[src/rtl/nec_dec_pkg.sv]
package nec_dec_pkg;

  localparam int unsigned CFG_W     = 16;
  localparam int unsigned CFG_IDX_W = 3;

  // register indexes
  localparam logic [CFG_IDX_W-1:0] REG_START_TICKS  = 3'd0;
  localparam logic [CFG_IDX_W-1:0] REG_REPEAT_GAP   = 3'd1;
  localparam logic [CFG_IDX_W-1:0] REG_FRAME_GAP    = 3'd2;
  localparam logic [CFG_IDX_W-1:0] REG_BIT0_TICKS   = 3'd3;
  localparam logic [CFG_IDX_W-1:0] REG_BIT1_TICKS   = 3'd4;
  localparam logic [CFG_IDX_W-1:0] REG_IDLE_LIMIT   = 3'd5;

  // register reset values
  localparam logic [CFG_W-1:0] RST_START_TICKS = 16'd90;
  localparam logic [CFG_W-1:0] RST_REPEAT_GAP  = 16'd22;
  localparam logic [CFG_W-1:0] RST_FRAME_GAP   = 16'd45;
  localparam logic [CFG_W-1:0] RST_BIT0_TICKS  = 16'd11;
  localparam logic [CFG_W-1:0] RST_BIT1_TICKS  = 16'd22;
  localparam logic [CFG_W-1:0] RST_IDLE_LIMIT  = 16'd1200;

  // decoder phases
  localparam logic [2:0] PH_IDLE     = 3'd0;
  localparam logic [2:0] PH_START    = 3'd1;
  localparam logic [2:0] PH_GAP      = 3'd2;
  localparam logic [2:0] PH_REPEAT   = 3'd3;
  localparam logic [2:0] PH_ADDR     = 3'd4;
  localparam logic [2:0] PH_ADDR_INV = 3'd5;
  localparam logic [2:0] PH_CMD      = 3'd6;
  localparam logic [2:0] PH_CMD_INV  = 3'd7;

  localparam logic [7:0] BYTE_ONES  = 8'hFF;
  localparam logic [3:0] BITS_PER_B = 4'd8;

  localparam logic KIND_TICK = 1'b0;

  typedef struct packed {
    logic kind;
    logic pin_level;
  } in_item_t;

  typedef struct packed {
    logic       frame_done;
    logic       repeat_done;
    logic [7:0] address;
    logic [7:0] command;
  } out_item_t;

  typedef struct packed {
    logic [CFG_W-1:0] start_ticks;
    logic [CFG_W-1:0] repeat_gap_ticks;
    logic [CFG_W-1:0] frame_gap_ticks;
    logic [CFG_W-1:0] bit0_ticks;
    logic [CFG_W-1:0] bit1_ticks;
    logic [CFG_W-1:0] idle_limit_ticks;
  } cfg_t;

endpackage

[src/rtl/nec_dec_cfg.sv]
module nec_dec_cfg (
  input  logic                              clk_i,
  input  logic                              rst_ni,
  input  logic                              cfg_we_i,
  input  logic [nec_dec_pkg::CFG_IDX_W-1:0] cfg_idx_i,
  input  logic [nec_dec_pkg::CFG_W-1:0]     cfg_data_i,
  output nec_dec_pkg::cfg_t                 cfg_o
);

  nec_dec_pkg::cfg_t cfg_q;

  always_ff @(posedge clk_i or negedge rst_ni) begin
    if (!rst_ni) begin
      cfg_q.start_ticks      <= nec_dec_pkg::RST_START_TICKS;
      cfg_q.repeat_gap_ticks <= nec_dec_pkg::RST_REPEAT_GAP;
      cfg_q.frame_gap_ticks  <= nec_dec_pkg::RST_FRAME_GAP;
      cfg_q.bit0_ticks       <= nec_dec_pkg::RST_BIT0_TICKS;
      cfg_q.bit1_ticks       <= nec_dec_pkg::RST_BIT1_TICKS;
      cfg_q.idle_limit_ticks <= nec_dec_pkg::RST_IDLE_LIMIT;
    end else if (cfg_we_i) begin
      case (cfg_idx_i)
        nec_dec_pkg::REG_START_TICKS: cfg_q.start_ticks      <= cfg_data_i;
        nec_dec_pkg::REG_REPEAT_GAP:  cfg_q.repeat_gap_ticks <= cfg_data_i;
        nec_dec_pkg::REG_FRAME_GAP:   cfg_q.frame_gap_ticks  <= cfg_data_i;
        nec_dec_pkg::REG_BIT0_TICKS:  cfg_q.bit0_ticks       <= cfg_data_i;
        nec_dec_pkg::REG_BIT1_TICKS:  cfg_q.bit1_ticks       <= cfg_data_i;
        nec_dec_pkg::REG_IDLE_LIMIT:  cfg_q.idle_limit_ticks <= cfg_data_i;
        default: ;  // unmapped index, ignored
      endcase
    end
  end

  assign cfg_o = cfg_q;

endmodule

[src/rtl/nec_dec_engine.sv]
module nec_dec_engine #(
  parameter int unsigned COUNTER_WIDTH = 16
) (
  input  logic                   clk_i,
  input  logic                   rst_ni,
  input  logic                   en_i,
  input  nec_dec_pkg::in_item_t  item_i,
  input  nec_dec_pkg::cfg_t      cfg_i,
  output nec_dec_pkg::out_item_t result_o
);

  // compare width: holds the counter and nominal+1
  localparam int unsigned CMP_W = (COUNTER_WIDTH > 17) ? COUNTER_WIDTH : 17;

  logic [2:0]               phase_q,  phase_d;
  logic [COUNTER_WIDTH-1:0] elapsed_q, elapsed_d;
  logic                     parity_q, parity_d;
  logic [3:0]               bidx_q,   bidx_d;
  logic [7:0]               addr_q,   addr_d;
  logic [7:0]               addr_inv_q, addr_inv_d;
  logic [7:0]               cmd_q,    cmd_d;
  logic [7:0]               cmd_inv_q, cmd_inv_d;

  logic [COUNTER_WIDTH-1:0] elapsed_inc;
  logic [CMP_W-1:0]         elapsed_x;
  logic [3:0]               idx;
  logic [7:0]               tgt_old;
  logic [7:0]               tgt_new;
  logic                     full;
  logic                     frame_done, repeat_done;

  function automatic logic at_least(input logic [nec_dec_pkg::CFG_W-1:0] n,
                                    input logic [CMP_W-1:0] e);
    return (n == '0) || (e >= (CMP_W'(n) - CMP_W'(1)));
  endfunction

  function automatic logic in_window(input logic [nec_dec_pkg::CFG_W-1:0] n,
                                     input logic [CMP_W-1:0] e);
    return at_least(n, e) && (e <= (CMP_W'(n) + CMP_W'(1)));
  endfunction

  function automatic logic data_ok(input logic [7:0] a, input logic [7:0] ai,
                                   input logic [7:0] c, input logic [7:0] ci);
    return ((a ^ ai) == nec_dec_pkg::BYTE_ONES) && ((c ^ ci) == nec_dec_pkg::BYTE_ONES);
  endfunction

  assign elapsed_inc = elapsed_q + COUNTER_WIDTH'(1);
  assign elapsed_x   = CMP_W'(elapsed_q);

  // byte currently being filled
  always_comb begin
    case (phase_q)
      nec_dec_pkg::PH_ADDR:     tgt_old = addr_q;
      nec_dec_pkg::PH_ADDR_INV: tgt_old = addr_inv_q;
      nec_dec_pkg::PH_CMD:      tgt_old = cmd_q;
      default:                  tgt_old = cmd_inv_q;
    endcase
  end

  // bit decode on the closing edge of a bit period
  always_comb begin
    idx     = bidx_q;
    tgt_new = tgt_old;
    full    = 1'b0;
    if (in_window(cfg_i.bit0_ticks, elapsed_x)) begin
      idx = idx + 4'd1;
    end
    if (at_least(cfg_i.bit1_ticks, elapsed_x)) begin
      if (idx < nec_dec_pkg::BITS_PER_B) begin
        tgt_new = tgt_old | (8'd1 << idx[2:0]);
      end
      idx = idx + 4'd1;
    end
    if (idx >= nec_dec_pkg::BITS_PER_B) begin
      idx  = 4'd0;
      full = 1'b1;
    end
  end

  always_comb begin
    phase_d     = phase_q;
    elapsed_d   = elapsed_q;
    parity_d    = parity_q;
    bidx_d      = bidx_q;
    addr_d      = addr_q;
    addr_inv_d  = addr_inv_q;
    cmd_d       = cmd_q;
    cmd_inv_d   = cmd_inv_q;
    frame_done  = 1'b0;
    repeat_done = 1'b0;

    if (item_i.kind == nec_dec_pkg::KIND_TICK) begin
      if (CMP_W'(elapsed_inc) >= CMP_W'(cfg_i.idle_limit_ticks)) begin
        // idle timeout: full clear
        phase_d    = nec_dec_pkg::PH_IDLE;
        elapsed_d  = '0;
        parity_d   = 1'b0;
        bidx_d     = '0;
        addr_d     = '0;
        addr_inv_d = '0;
        cmd_d      = '0;
        cmd_inv_d  = '0;
      end else begin
        elapsed_d = elapsed_inc;
      end
    end else begin
      case (phase_q)
        nec_dec_pkg::PH_IDLE: begin
          if (!item_i.pin_level) begin
            phase_d = nec_dec_pkg::PH_START;
          end
          elapsed_d = '0;
        end
        nec_dec_pkg::PH_START: begin
          if (at_least(cfg_i.start_ticks, elapsed_x)) begin
            phase_d = nec_dec_pkg::PH_GAP;
          end
          elapsed_d = '0;
        end
        nec_dec_pkg::PH_GAP: begin
          if (in_window(cfg_i.repeat_gap_ticks, elapsed_x)) begin
            phase_d = nec_dec_pkg::PH_REPEAT;
          end else if (in_window(cfg_i.frame_gap_ticks, elapsed_x)) begin
            phase_d    = nec_dec_pkg::PH_ADDR;
            addr_d     = '0;
            addr_inv_d = '0;
            cmd_d      = '0;
            cmd_inv_d  = '0;
            parity_d   = 1'b0;
            bidx_d     = '0;
          end else begin
            phase_d = nec_dec_pkg::PH_IDLE;
          end
          elapsed_d = '0;
        end
        nec_dec_pkg::PH_REPEAT: begin
          repeat_done = data_ok(addr_q, addr_inv_q, cmd_q, cmd_inv_q);
          phase_d     = nec_dec_pkg::PH_IDLE;
          elapsed_d   = '0;
        end
        default: begin
          // data phases: odd edge only flips parity
          parity_d = ~parity_q;
          if (parity_q) begin
            bidx_d    = idx;
            elapsed_d = '0;
            case (phase_q)
              nec_dec_pkg::PH_ADDR: begin
                addr_d = tgt_new;
                if (full) phase_d = nec_dec_pkg::PH_ADDR_INV;
              end
              nec_dec_pkg::PH_ADDR_INV: begin
                addr_inv_d = tgt_new;
                if (full) phase_d = nec_dec_pkg::PH_CMD;
              end
              nec_dec_pkg::PH_CMD: begin
                cmd_d = tgt_new;
                if (full) phase_d = nec_dec_pkg::PH_CMD_INV;
              end
              default: begin
                cmd_inv_d = tgt_new;
                if (full) begin
                  frame_done = data_ok(addr_q, addr_inv_q, cmd_q, tgt_new);
                  phase_d    = nec_dec_pkg::PH_IDLE;
                end
              end
            endcase
          end
        end
      endcase
    end
  end

  always_ff @(posedge clk_i or negedge rst_ni) begin
    if (!rst_ni) begin
      phase_q    <= nec_dec_pkg::PH_IDLE;
      elapsed_q  <= '0;
      parity_q   <= 1'b0;
      bidx_q     <= '0;
      addr_q     <= '0;
      addr_inv_q <= '0;
      cmd_q      <= '0;
      cmd_inv_q  <= '0;
    end else if (en_i) begin
      phase_q    <= phase_d;
      elapsed_q  <= elapsed_d;
      parity_q   <= parity_d;
      bidx_q     <= bidx_d;
      addr_q     <= addr_d;
      addr_inv_q <= addr_inv_d;
      cmd_q      <= cmd_d;
      cmd_inv_q  <= cmd_inv_d;
    end
  end

  assign result_o.frame_done  = frame_done;
  assign result_o.repeat_done = repeat_done;
  assign result_o.address     = addr_d;
  assign result_o.command     = cmd_d;

endmodule

[src/rtl/nec_ir_frame_decoder_core.sv]
// NEC infrared frame decoder.
//
// Input channel (in_valid_i / in_ready_o / in_data_i): one transaction is
// either a timer tick (kind 0) or a receiver pin edge (kind 1, with the
// pin level). Output channel (out_valid_o / out_ready_i / out_data_o):
// exactly one transaction per input, in order, carrying the frame and
// repeat pulses plus the stored address and command bytes.
// Timing registers are written through cfg_we_i / cfg_idx_i / cfg_data_i;
// the user must do so only while no transaction is in flight (not enforced).
//
// An accepted input waits in the input register, and its result is shown
// from the result register. Throughput is one transaction per cycle while
// the output does not stall; the decode between the input register and
// the result register is a handful of compares, at least 17 bits wide, and one byte update.
// Reset clears the decoder state and loads the default timings; both
// pipeline registers come up empty. When the receiver stalls, the result
// holds in the output register and one more input is still taken into the
// input register; only then does in_ready_o drop.
module nec_ir_frame_decoder_core #(
  parameter int unsigned COUNTER_WIDTH = 16
) (
  input  logic                              clk_i,
  input  logic                              rst_ni,
  input  logic                              in_valid_i,
  output logic                              in_ready_o,
  input  nec_dec_pkg::in_item_t             in_data_i,
  output logic                              out_valid_o,
  input  logic                              out_ready_i,
  output nec_dec_pkg::out_item_t            out_data_o,
  input  logic                              cfg_we_i,
  input  logic [nec_dec_pkg::CFG_IDX_W-1:0] cfg_idx_i,
  input  logic [nec_dec_pkg::CFG_W-1:0]     cfg_data_i
);

  nec_dec_pkg::cfg_t      cfg;
  nec_dec_pkg::in_item_t  in_q;
  nec_dec_pkg::out_item_t out_q;
  nec_dec_pkg::out_item_t result;
  logic                   in_valid_q;
  logic                   out_valid_q;
  logic                   advance;

  // input register moves to the result register when that slot frees up
  assign advance    = in_valid_q && (!out_valid_q || out_ready_i);
  assign in_ready_o = !in_valid_q || advance;

  nec_dec_cfg u_cfg (
    .clk_i      (clk_i),
    .rst_ni     (rst_ni),
    .cfg_we_i   (cfg_we_i),
    .cfg_idx_i  (cfg_idx_i),
    .cfg_data_i (cfg_data_i),
    .cfg_o      (cfg)
  );

  // decoder state commits only when the transaction moves on
  nec_dec_engine #(
    .COUNTER_WIDTH (COUNTER_WIDTH)
  ) u_engine (
    .clk_i    (clk_i),
    .rst_ni   (rst_ni),
    .en_i     (advance),
    .item_i   (in_q),
    .cfg_i    (cfg),
    .result_o (result)
  );

  always_ff @(posedge clk_i or negedge rst_ni) begin
    if (!rst_ni) begin
      in_valid_q  <= 1'b0;
      out_valid_q <= 1'b0;
    end else begin
      if (in_ready_o) begin
        in_valid_q <= in_valid_i;
      end
      if (advance) begin
        out_valid_q <= 1'b1;
      end else if (out_ready_i) begin
        out_valid_q <= 1'b0;
      end
    end
  end

  // payload registers, no reset needed
  always_ff @(posedge clk_i) begin
    if (in_valid_i && in_ready_o) begin
      in_q <= in_data_i;
    end
    if (advance) begin
      out_q <= result;
    end
  end

  assign out_valid_o = out_valid_q;
  assign out_data_o  = out_q;

endmodule

[config.mk]
export PLATFORM = sky130hd
export DESIGN_NAME = nec_ir_frame_decoder_core
export DESIGN_NICKNAME = d
export VERILOG_FILES = /design/src/rtl/nec_dec_pkg.sv /design/src/rtl/nec_dec_cfg.sv /design/src/rtl/nec_dec_engine.sv /design/src/rtl/nec_ir_frame_decoder_core.sv
export SDC_FILE = /design/constraint.sdc
export NUM_CORES = 1
export LEC_CHECK = 0
export BUFFER_PORTS_ARGS = -buffer_cell sky130_fd_sc_hd__buf_2
export CORE_AREA = 2 2 147 164
export CTS_CLUSTER_DIAMETER = 150
export DETAILED_ROUTE_END_ITERATION = 16
export DIE_AREA = 0 0 149 166
export PLACE_DENSITY = 0.77
export SLEW_MARGIN = 15
export SYNTH_ARGS = -nofsm -noshare
export SYNTH_HDL_FRONTEND = slang
export SYNTH_SLANG_ARGS = --single-unit
[constraint.sdc]
create_clock -name clk_i -period 9.8 [get_ports clk_i]
set_input_delay 2.94 -clock clk_i [delete_from_list [all_inputs] [get_ports clk_i]]
set_output_delay 2.94 -clock clk_i [all_outputs]
set_load 0.005 [all_outputs]
==> results of run 1 <==
sequential cells by signal, indices dropped and copies added, names as in the netlist, 2 cells and up:
| name | count |
|---|---|
| u_engine.addr_q | 8 |
| u_cfg.cfg_o | 96 |
| u_engine.bidx_q | 4 |
| u_engine.addr_inv_q | 8 |
| in_q | 2 |
| u_engine.elapsed_q | 16 |
| u_engine.cmd_q | 8 |
| out_data_o | 18 |
| u_engine.cmd_inv_q | 8 |
| u_engine.phase_q | 3 |
per-stage QoR:
step	instances	cell area (um^2)	setup slack, ns	hold WS, ns	util (%)
floorplan	1410	13650	3.746	0.4487	-
global placement	1710	14110	3.509	0.4623	60.88
detailed placement	1710	14110	3.504	0.4846	60.88
CTS	1742	14750	3.500	0.4855	63.65
global route	1743	14800	3.460	0.4933	63.84
finish	1743	14800	3.507	0.4775	63.84
where the power goes:
group	internal, mW	switching (mW)
combinational	0.513	0.604
sequential	0.911	0.277
clock	0.396	0.342
synthesized netlist by cell type (all sizes together), types with 4 or more instances:
| master | n | share of area, % |
|---|---|---|
| and3 | 17 | 0.78 |
| a2111oi | 5 | 0.32 |
| o21ai | 59 | 2.2 |
| nor4 | 22 | 1.1 |
| nor3b | 6 | 0.40 |
| nand3 | 52 | 1.9 |
| o22ai | 8 | 0.37 |
| clkbuf | 42 | 1.2 |
| xnor2 | 77 | 4.9 |
| and2 | 13 | 0.60 |
| mux2 | 115 | 9.5 |
| edfxtp | 20 | 4.4 |
| a211oi | 10 | 0.55 |
| o2bb2ai | 28 | 1.8 |
| nand2b | 22 | 1.0 |
| nand2 | 109 | 3.0 |
| a21oi | 53 | 1.9 |
| a32o | 4 | 0.29 |
| a31oi | 5 | 0.27 |
| and4 | 12 | 0.79 |
| or2 | 4 | 0.18 |
| nor3 | 36 | 1.5 |
| dfrtp | 133 | 24 |
| nand4 | 27 | 1.2 |
| o31ai | 5 | 0.31 |
| nor2 | 87 | 2.4 |
| buf | 18 | 0.68 |
| o21a | 5 | 0.27 |
| o211ai | 12 | 0.66 |
| inv | 47 | 1.3 |
| a211o | 6 | 0.38 |
| ha | 161 | 15 |
| nor2b | 17 | 0.78 |
| or4 | 9 | 0.63 |
| a21o | 15 | 0.82 |
| or3 | 6 | 0.31 |
| dfstp | 21 | 4.0 |
| xor2 | 72 | 4.6 |
| o21bai | 5 | 0.30 |
| nand4b | 4 | 0.26 |
per-layer routing:
metal  track usage (%)  up-vias  wire [um]
met4             14.08        0       1685
li1                  -     5201          -
met1             37.33     5435      14800
met5                 0        -          0
met2             51.45      404      17610
met3             4.286      112       2237
final cells by class:
class / instances / share of cell area, %
clock buffers: 17 / 2.875
clock inverters: 15 / 1.463
inverters: 47 / 1.192
multi-input cells: 1129 / 59.36
flip-flops and latches: 174 / 30.28
well taps: 305 / 2.579
repair buffers: 56 / 2.258
kinds of logic (layout without fill, tap and decap cells):
family | count (synthesis) | after routing
AO/OA/AOI/OAI | 254 | 254
buffers and inverters | 107 | 135
multiplexers | 118 | 118
adder cells (fa/ha/maj) | 161 | 161
XOR/XNOR | 149 | 149
AND/OR/NAND/NOR | 447 | 447
flip-flops | 174 | 174
final timing paths:
path,start,endpoint,cells after the start
worst max-delay path,out_ready_i,in_ready_o,3
worst min-delay path,in_valid_q$_DFFE_PN0N_,out_valid_o$_DFFE_PN0P_,1
worst max register to register,u_cfg.cfg_o[35]$_DFFE_PN1P_,out_data_o[17]$_SDFFCE_PP0P_,19
worst min register to register,in_valid_q$_DFFE_PN0N_,out_valid_o$_DFFE_PN0P_,1
max in group asynchronous,rst_ni,u_cfg.cfg_o[50]$_DFFE_PN1P_,3
min in group asynchronous,rst_ni,u_engine.addr_inv_q[5]$_DFFE_PN0P_,1
==> qor.yml, run 1 <==
outcome:
  status: "finished, final reports clean"
critical_path:
  arrival_ns: 3.35
  path_max_fanout: 3
  critical-path-max-stage-delay_ns: 0.17
  cp.required_ns: 6.86
  crit_buf_inv: 2
  path_cells: "buf_2, nand3b_1, buf_2"
  critical_path.top_delay_family: "buffers and inverters"
  crit_path_start_kind: "input port"
  critPathSlowestCell: "nand3b_1"
  rrSetupSlack_ns: 4.56
  end_kind: "primary output"
  path_common_cell: "buf_2"
  timing_worst_setup_path_type: "input port to primary output"
route:
  ant_nets: 0
  drt-initial-drc-count: 868
  route.detailed.drc: 0
  vias_per_cell: 6.398
  dr.pass1.iters: 7
  routed_wl_um: 36330
  dr_total_vias: 11150
  wl_per_cell_um: 20.85
floorplanning:
  start_util_pct: 58.91
  pin_count: 46
  num_rows: 59
  fp.coreArea_um2: 23180
  chipHeight_um: 166
  floorplan.die_area_um2: 24730
  die_w_um: 149
cts:
  cts.clk_slew.worst_paths_ns: 0.08
  tritoncts: "yes"
  clk_latency_ns: 0.45
  cts_setup_buffers: 0
  cts_hold_buf: 0
  root_buffer: "clkbuf_16"
  cts_num_sinks: 174
  cts_max_level: 4
  cts_buffers: 17
  cts.repair.resized: 0
  max-clock-path-buffers: 2
place:
  portBuffers: 45
  hpwl_um: 25790
  place.gp.congestion: 0.9344
logic_synthesis:
  syn_avg_cell_area_um2: 9.684
  yosysSeqAreaShare_pct: 32.81
  synth_top_family_by_area: "simple AND/OR/NAND/NOR gates"
  syn-cell-area_um2: 13650
  syn-num-nets: 1597
  ys_ff_latch: 174
  synth-main-ff-cell: "dfrtp_1"
  ys_types: 81
  synth-compound-area-share_pct: 12.88
  synth-edff-count: 20
  synthSimpleGateAreaFrac_pct: 17.16
  synthArstFlopShare_pct: 88.51
  syn_inst: 1410
  ys_warn_count: 0
  synthMuxAreaShare_pct: 9.704
  synth_xor_area_share_pct: 9.557
  synth-adder-area-share_pct: 14.75
finish:
  mostFrequentLayoutCells: "ha_1 (161), dfrtp_1 (133), nand2_1 (109)"
  fin_nets: 1612
  area_growth_pct: 8.375
  area.sequential_um2: 4481
  final_common_cell: "ha_1"
  multi_input_area_um2: 8783
  num-fill-cells: 1879
  drive_above_1_share_pct: 17.04
  diodes: 0
sta:
  finalCritPeriodShare_pct: 64.22
  final_max_slew_viol_count: 0
  setup_viol: 0
  final-hold-violation-count: 0
  fmax_mhz: 158.9
  final.setup_skew_ns: 0.02814
  grt_setup_unrepaired: "false"
  period_minus_slack_ns: 6.293
  slew_headroom_pct: 26.58
  max_slew.worst_pin.slew_ns: 1.091
  finalSetupTns_ns: 0
power_and_ir_drop:
  power_density_nw_per_um2: 205.6
  finalPower_mw: 3.043
  ir_worst_vdd_v: 0.0001205
  leakagePower_nw: 6.469
global_routing:
  grt_max_degree: 84
  antenna_found_initial: 0
  track_usage_pct: 30.08
  overflow: 0
  grt_pass1_vias: 11250
  grt_pass1_wl_um: 58220
job:
  cap_violations: 0
hold_path:
  hold_class: "flop to flop"
(Power assumes the default switching activity.)
==> run 2, diff against run 1 <==
clock period = 6.03 ns   (was 9.8 ns; I/O delays follow)
==> qor.yml, run 2 (synthesis results as in run 1) <==
finish:
  area_growth_pct: 7.716  # was 8.375%
  design_area_um2: 14710  # was 14,800 um^2
  drive_above_1_share_pct: 16.78  # was 17.04%
  fin_nets: 1610  # was 1,612
  largest_reg_flops: 96  # unchanged
  final_cells: 1741  # was 1,743
  mostFrequentLayoutCells: "ha_1 (161), dfrtp_1 (133), nand2_1 (109)"  # unchanged
  final_common_cell: "ha_1"  # unchanged
  diodes: 0  # unchanged
  utilization_pct: 63.45  # was 63.84%
global_routing:
  grt_pass1_wl_um: 57750  # was 58,220 um
  overflow: 0  # unchanged
  grt_pass1_vias: 11010  # was 11,250
  antenna_found_initial: 0  # unchanged
  track_usage_pct: 29.82  # was 30.08%
  grt_max_degree: 82  # was 84
sta:
  max_slew.worst_pin.slew_ns: 1.021  # was 1.091 ns
  finalCritPeriodShare_pct: 84.00
  slew_headroom_pct: 31.55  # was 26.58%
  final.setup_skew_ns: 0.01587  # was 0.02814 ns
  fmax_mhz: 197.4
  period_minus_slack_ns: 5.066
  final-hold-violation-count: 0  # unchanged
  setup_viol: 0  # unchanged
  grt_setup_unrepaired: "false"  # unchanged
  finalSetupTns_ns: 0  # unchanged
  final_max_slew_viol_count: 0  # unchanged
critical_path:
  timing_worst_setup_path_type: "flop to flop"  # was input port to primary output
  path_max_fanout: 9  # was 3
  critical-path-max-stage-delay_ns: 0.49  # was 0.17 ns
  critPathSlowestCell: "dfrtp_1"  # was nand3b_1
  crit_path_start_kind: "flop"  # was input port
  end_kind: "flop"  # was primary output
  rrSetupSlack_ns: 0.96  # was 4.56 ns
  path_cells: "nor4_2, nor3b_2, nand2_1, nor4_1, xnor2_1, ha_1, a211o_1, o221ai_1, nand4_1, nand2_1, mux2i_1, ha_1, a21boi_0, o221ai_1, a221oi_1, nand4b_1, nor4_1"  # was buf_2, nand3b_1, buf_2
  arrival_ns: 5.33  # was 3.35 ns
  cp.required_ns: 6.30  # was 6.86 ns
  crit_buf_inv: 0  # was 2
  critical_path.top_delay_family: "simple AND/OR/NAND/NOR gates"  # was buffers and inverters
cts:
  cts_buffers: 17  # unchanged
  cts_num_sinks: 174  # unchanged
  cts_max_level: 4  # unchanged
  cts_setup_buffers: 0  # unchanged
  tritoncts: "yes"  # unchanged
  max-clock-path-buffers: 2  # unchanged
  cts.clk_slew.worst_paths_ns: 0.07  # was 0.08 ns
  cts_hold_buf: 0  # unchanged
  clk_latency_ns: 0.44  # was 0.45 ns
  cts.repair.resized: 0  # unchanged
  root_buffer: "clkbuf_16"  # unchanged
route:
  ant_nets: 0  # unchanged
  dr.pass1.iters: 6  # was 7
  drt-initial-drc-count: 868  # unchanged
  routed_wl_um: 36040  # was 36,330 um
  route.detailed.drc: 0  # unchanged
  vias_per_cell: 6.385  # was 6.398
  dr_total_vias: 11120  # was 11,150
  wl_per_cell_um: 20.70  # was 20.85 um
job:
  cap_violations: 0  # unchanged
floorplanning:
  chipHeight_um: 166  # unchanged
  pin_count: 46  # unchanged
  die_w_um: 149  # unchanged
  fp.coreArea_um2: 23180  # unchanged
  num_rows: 59  # unchanged
  start_util_pct: 58.91  # unchanged
  floorplan.die_area_um2: 24730  # unchanged
power_and_ir_drop:
  finalPower_mw: 4.849  # was 3.043 mW
  leakagePower_nw: 6.426  # was 6.469 nW
  power_density_nw_per_um2: 329.7  # was 205.6 nW/um^2
  ir_worst_vdd_v: 0.0001902  # was 0.0001205 V
place:
  dp.cells: 1709  # was 1,710
  hpwl_um: 25570  # was 25,790 um
  place_area_um2: 14100  # was 14,110 um^2
  place.gp.congestion: 0.9405  # was 0.9344
  portBuffers: 45  # unchanged
hold_path:
  hold_class: "flop to flop"  # unchanged
outcome:
  status: "finished, final reports clean"  # unchanged
==> run 2: cell count changes in the layout (fill, tap and decap cells not counted), moves of 2 or more <==
| cell | delta |
|---|---|
| inv_6 | -5 |
| inv_8 | +4 |
| clkinv_4 | +3 |
| bufinv_16 | -2 |
==> run 2: layout make-up <==
type	count	area (um^2)
multi-input cells	1129	8773
flip-flops and latches	174	4481
fillers	1903	8472
clock buffers	17	425.4
repair buffers	54	299.0
inverters	47	176.4
well taps	305	381.6
clock inverters	15	171.4
==> run 2: metrics by stage <==
| step | setup WS [ns] | hold slack (ns) |
|---|---|---|
| finish | 0.9645 | 0.4868 |
| floorplan | 1.682 | 0.4487 |
| CTS | 1.055 | 0.4912 |
| detailed placement | 1.151 | 0.4743 |
| global route | 0.4513 | 0.5147 |
| global placement | 1.337 | 0.4594 |
==> run 2: per-layer routing <==
layer	part of all wire, %	track usage [%]
met1	41	37.65
met2	47	49.07
met3	6.2	5.275
met4	5.1	14.95
met5	0	0
==> run 2: where the power goes <==
part           internal (mW)  total [mW]  switching (mW)  leakage [nW]
combinational          0.833        1.81           0.973          4.04
clock                  0.559        1.12           0.559         0.291
sequential              1.48        1.92           0.444          2.09
==> run 2: final timing paths <==
| check | from | endpoint | cells past startpoint |
|---|---|---|---|
| hold / removal | in_valid_q$_DFFE_PN0N_ | out_valid_o$_DFFE_PN0P_ | 1 |
| hold reg to reg | in_valid_q$_DFFE_PN0N_ | out_valid_o$_DFFE_PN0P_ | 1 |
| setup reg to reg | u_cfg.cfg_o[36]$_DFFE_PN0P_ | out_data_o[17]$_SDFFCE_PP0P_ | 17 |
| min in group asynchronous | rst_ni | u_engine.addr_q[5]$_DFFE_PN0P_ | 1 |
| max in group asynchronous | rst_ni | u_cfg.cfg_o[61]$_DFFE_PN0P_ | 2 |
| setup / recovery | u_cfg.cfg_o[36]$_DFFE_PN0P_ | out_data_o[17]$_SDFFCE_PP0P_ | 17 |
==> run 3, diff against run 2 <==
clock period = 5.1 ns   (was 6.03 ns; I/O delays follow)
==> qor.yml, run 3 (synthesis results as in run 1) <==
floorplanning:
  floorplan.die_area_um2: 24730  # unchanged
  pin_count: 46  # unchanged
  start_util_pct: 58.91  # unchanged
  die_w_um: 149  # unchanged
  fp.coreArea_um2: 23180  # unchanged
  num_rows: 59  # unchanged
  chipHeight_um: 166  # unchanged
place:
  place_area_um2: 14260  # was 14,100 um^2
  place_ws_ns: 0.3827  # was 1.151 ns
  hpwl_um: 26700  # was 25,570 um
  place.gp.congestion: 0.9670  # was 0.9405
  portBuffers: 45  # unchanged
outcome:
  status: "finished, final reports clean"  # unchanged
hold_path:
  hold_class: "flop to flop"  # unchanged
  hold_depth: 1  # unchanged
finish:
  final_common_cell: "ha_1"  # unchanged
  mostFrequentLayoutCells: "ha_1 (161), dfrtp_1 (133), nand2_1 (107)"  # was ha_1 (161), dfrtp_1 (133), nand2_1 (109)
  num-fill-cells: 1898  # was 1,903
  diodes: 0  # unchanged
  design_area_um2: 14920  # was 14,710 um^2
  largest_reg_flops: 96  # unchanged
  drive_above_1_share_pct: 18.38  # was 16.78%
  fin_nets: 1632  # was 1,610
  utilization_pct: 64.37  # was 63.45%
  area_growth_pct: 9.274  # was 7.716%
critical_path:
  crit_path_end: "u_engine.phase_q[0]$_DFFE_PN0P_"  # was out_data_o[17]$_SDFFCE_PP0P_
  end_kind: "flop"  # unchanged
  cp.required_ns: 5.43  # was 6.30 ns
  rr_worst_depth: 15  # was 17
  rrSetupSlack_ns: 0.28  # was 0.96 ns
  path_max_fanout: 5  # was 9
  timing_worst_setup_path_type: "flop to flop"  # unchanged
  crit_path_start_kind: "flop"  # unchanged
  crit_start: "u_cfg.cfg_o[19]$_DFFE_PN0P_"  # was u_cfg.cfg_o[36]$_DFFE_PN0P_
  reg2reg_from: "u_cfg.cfg_o[19]$_DFFE_PN0P_"  # was u_cfg.cfg_o[36]$_DFFE_PN0P_
  arrival_ns: 5.16  # was 5.33 ns
  r2r-end: "u_engine.phase_q[0]$_DFFE_PN0P_"  # was out_data_o[17]$_SDFFCE_PP0P_
sta:
  period_minus_slack_ns: 4.825  # was 5.066 ns
  final-hold-violation-count: 0  # unchanged
  finalCritPeriodShare_pct: 94.60  # was 84.00%
  setup_viol: 0  # unchanged
  slew_headroom_pct: 34.34  # was 31.55%
  final.setup_skew_ns: 0.01173  # was 0.01587 ns
  max_slew.worst_pin.slew_ns: 0.9797  # was 1.021 ns
  fmax_mhz: 207.3  # was 197.4 MHz
  worst_slack_ns: 0.2753  # was 0.9645 ns
  final_max_slew_viol_count: 0  # unchanged
cts:
  cts_max_level: 4  # unchanged
  max-clock-path-buffers: 2  # unchanged
  cts.clk_slew.worst_paths_ns: 0.08  # was 0.07 ns
  root_buffer: "clkbuf_16"  # unchanged
  cts_hold_buf: 0  # unchanged
  cts_buffers: 17  # unchanged
  tritoncts: "yes"  # unchanged
  cts_num_sinks: 174  # unchanged
  clk_latency_ns: 0.45  # was 0.44 ns
global_routing:
  grt_pass1_vias: 10970  # was 11,010
  grt_pass1_wl_um: 58710  # was 57,750 um
  grt_max_degree: 97  # was 82
  overflow: 0  # unchanged
  antenna_found_initial: 0  # unchanged
  track_usage_pct: 30.16  # was 29.82%
job:
  cap_violations: 0  # unchanged
route:
  dr.pass1.iters: 5  # was 6
  dr_total_vias: 11220  # was 11,120
  routed_wl_um: 36640  # was 36,040 um
  route.detailed.drc: 0  # unchanged
  ant_nets: 0  # unchanged
  vias_per_cell: 6.366  # was 6.385
  wl_per_cell_um: 20.78  # was 20.70 um
  drt-initial-drc-count: 788  # was 868
power_and_ir_drop:
  leakagePower_nw: 6.541  # was 6.426 nW
  ir_worst_vdd_v: 0.0002234  # was 0.0001902 V
  power_density_nw_per_um2: 395.0  # was 329.7 nW/um^2
  finalPower_mw: 5.893  # was 4.849 mW
run 3: what timing repair did:
action,in CTS,in global routing
gates resized for setup,0,6
endpoints found under the hold margin,0,0
setup buffers,0,1
endpoints found under the setup margin,0,7
run 3: routing by layer:
metal  vias up  wire [um]  share of wire (%)  GRT usage, %
met5         -          0                  0             0
met4         0       1656                4.5         13.79
met3       114       2339                6.4         4.203
met2       428      17920                 49         51.19
met1      5446      14720                 40         37.99
li1       5236          -                  -             -
run 3: where the power goes:
group	switching [mW]	internal, mW
combinational	1.22	1.04
sequential	0.506	1.75
clock	0.667	0.712
run 3: critical path: stages, from the launching register on:
cell       delay [ns]
dfrtp_1          0.43
or4_4            0.55
nor3_2           0.23
nand3_1          0.20
or3_1            0.38
xor2_1           0.15
ha_1             0.19
a2111oi_0        0.36
o21ai_0          0.18
a221o_1          0.40
or2_1            0.32
o2111a_1         0.29
nor3_2           0.26
xor2_1           0.16
a21oi_1          0.26
mux2_2           0.36
run 3: final cells by class:
cell class	instances	area (um^2)	area share (%)
multi-input combinational	1129	8796	58.95
sequential	174	4481	30.03
timing repair buffer	76	464.2	3.111
clock buffer	17	425.4	2.851
tap	305	381.6	2.558
clock inverter	15	196.4	1.317
inverter	47	176.4	1.182
run 3: how the worst min path moves through the flow:
stage / startpoint / to / slack [ns]
finish: in_valid_q$_DFFE_PN0N_ / out_valid_o$_DFFE_PN0P_ / 0.49
global route: in_valid_q$_DFFE_PN0N_ / out_valid_o$_DFFE_PN0P_ / 0.51
CTS: in_valid_q$_DFFE_PN0N_ / out_valid_o$_DFFE_PN0P_ / 0.49
detailed placement: in_valid_q$_DFFE_PN0N_ / out_valid_o$_DFFE_PN0P_ / 0.48
global placement: in_valid_q$_DFFE_PN0N_ / out_valid_o$_DFFE_PN0P_ / 0.46
floorplan: in_valid_q$_DFFE_PN0N_ / out_valid_o$_DFFE_PN0P_ / 0.45
run 3: stage by stage:
stage	TNS (ns)	hold WS [ns]	std cells
floorplan	0	0.4487	1410
global placement	0	0.4605	1730
detailed placement	0	0.4768	1730
CTS	0	0.4931	1762
global route	-0.08487	0.5055	1763
finish	0	0.4891	1763
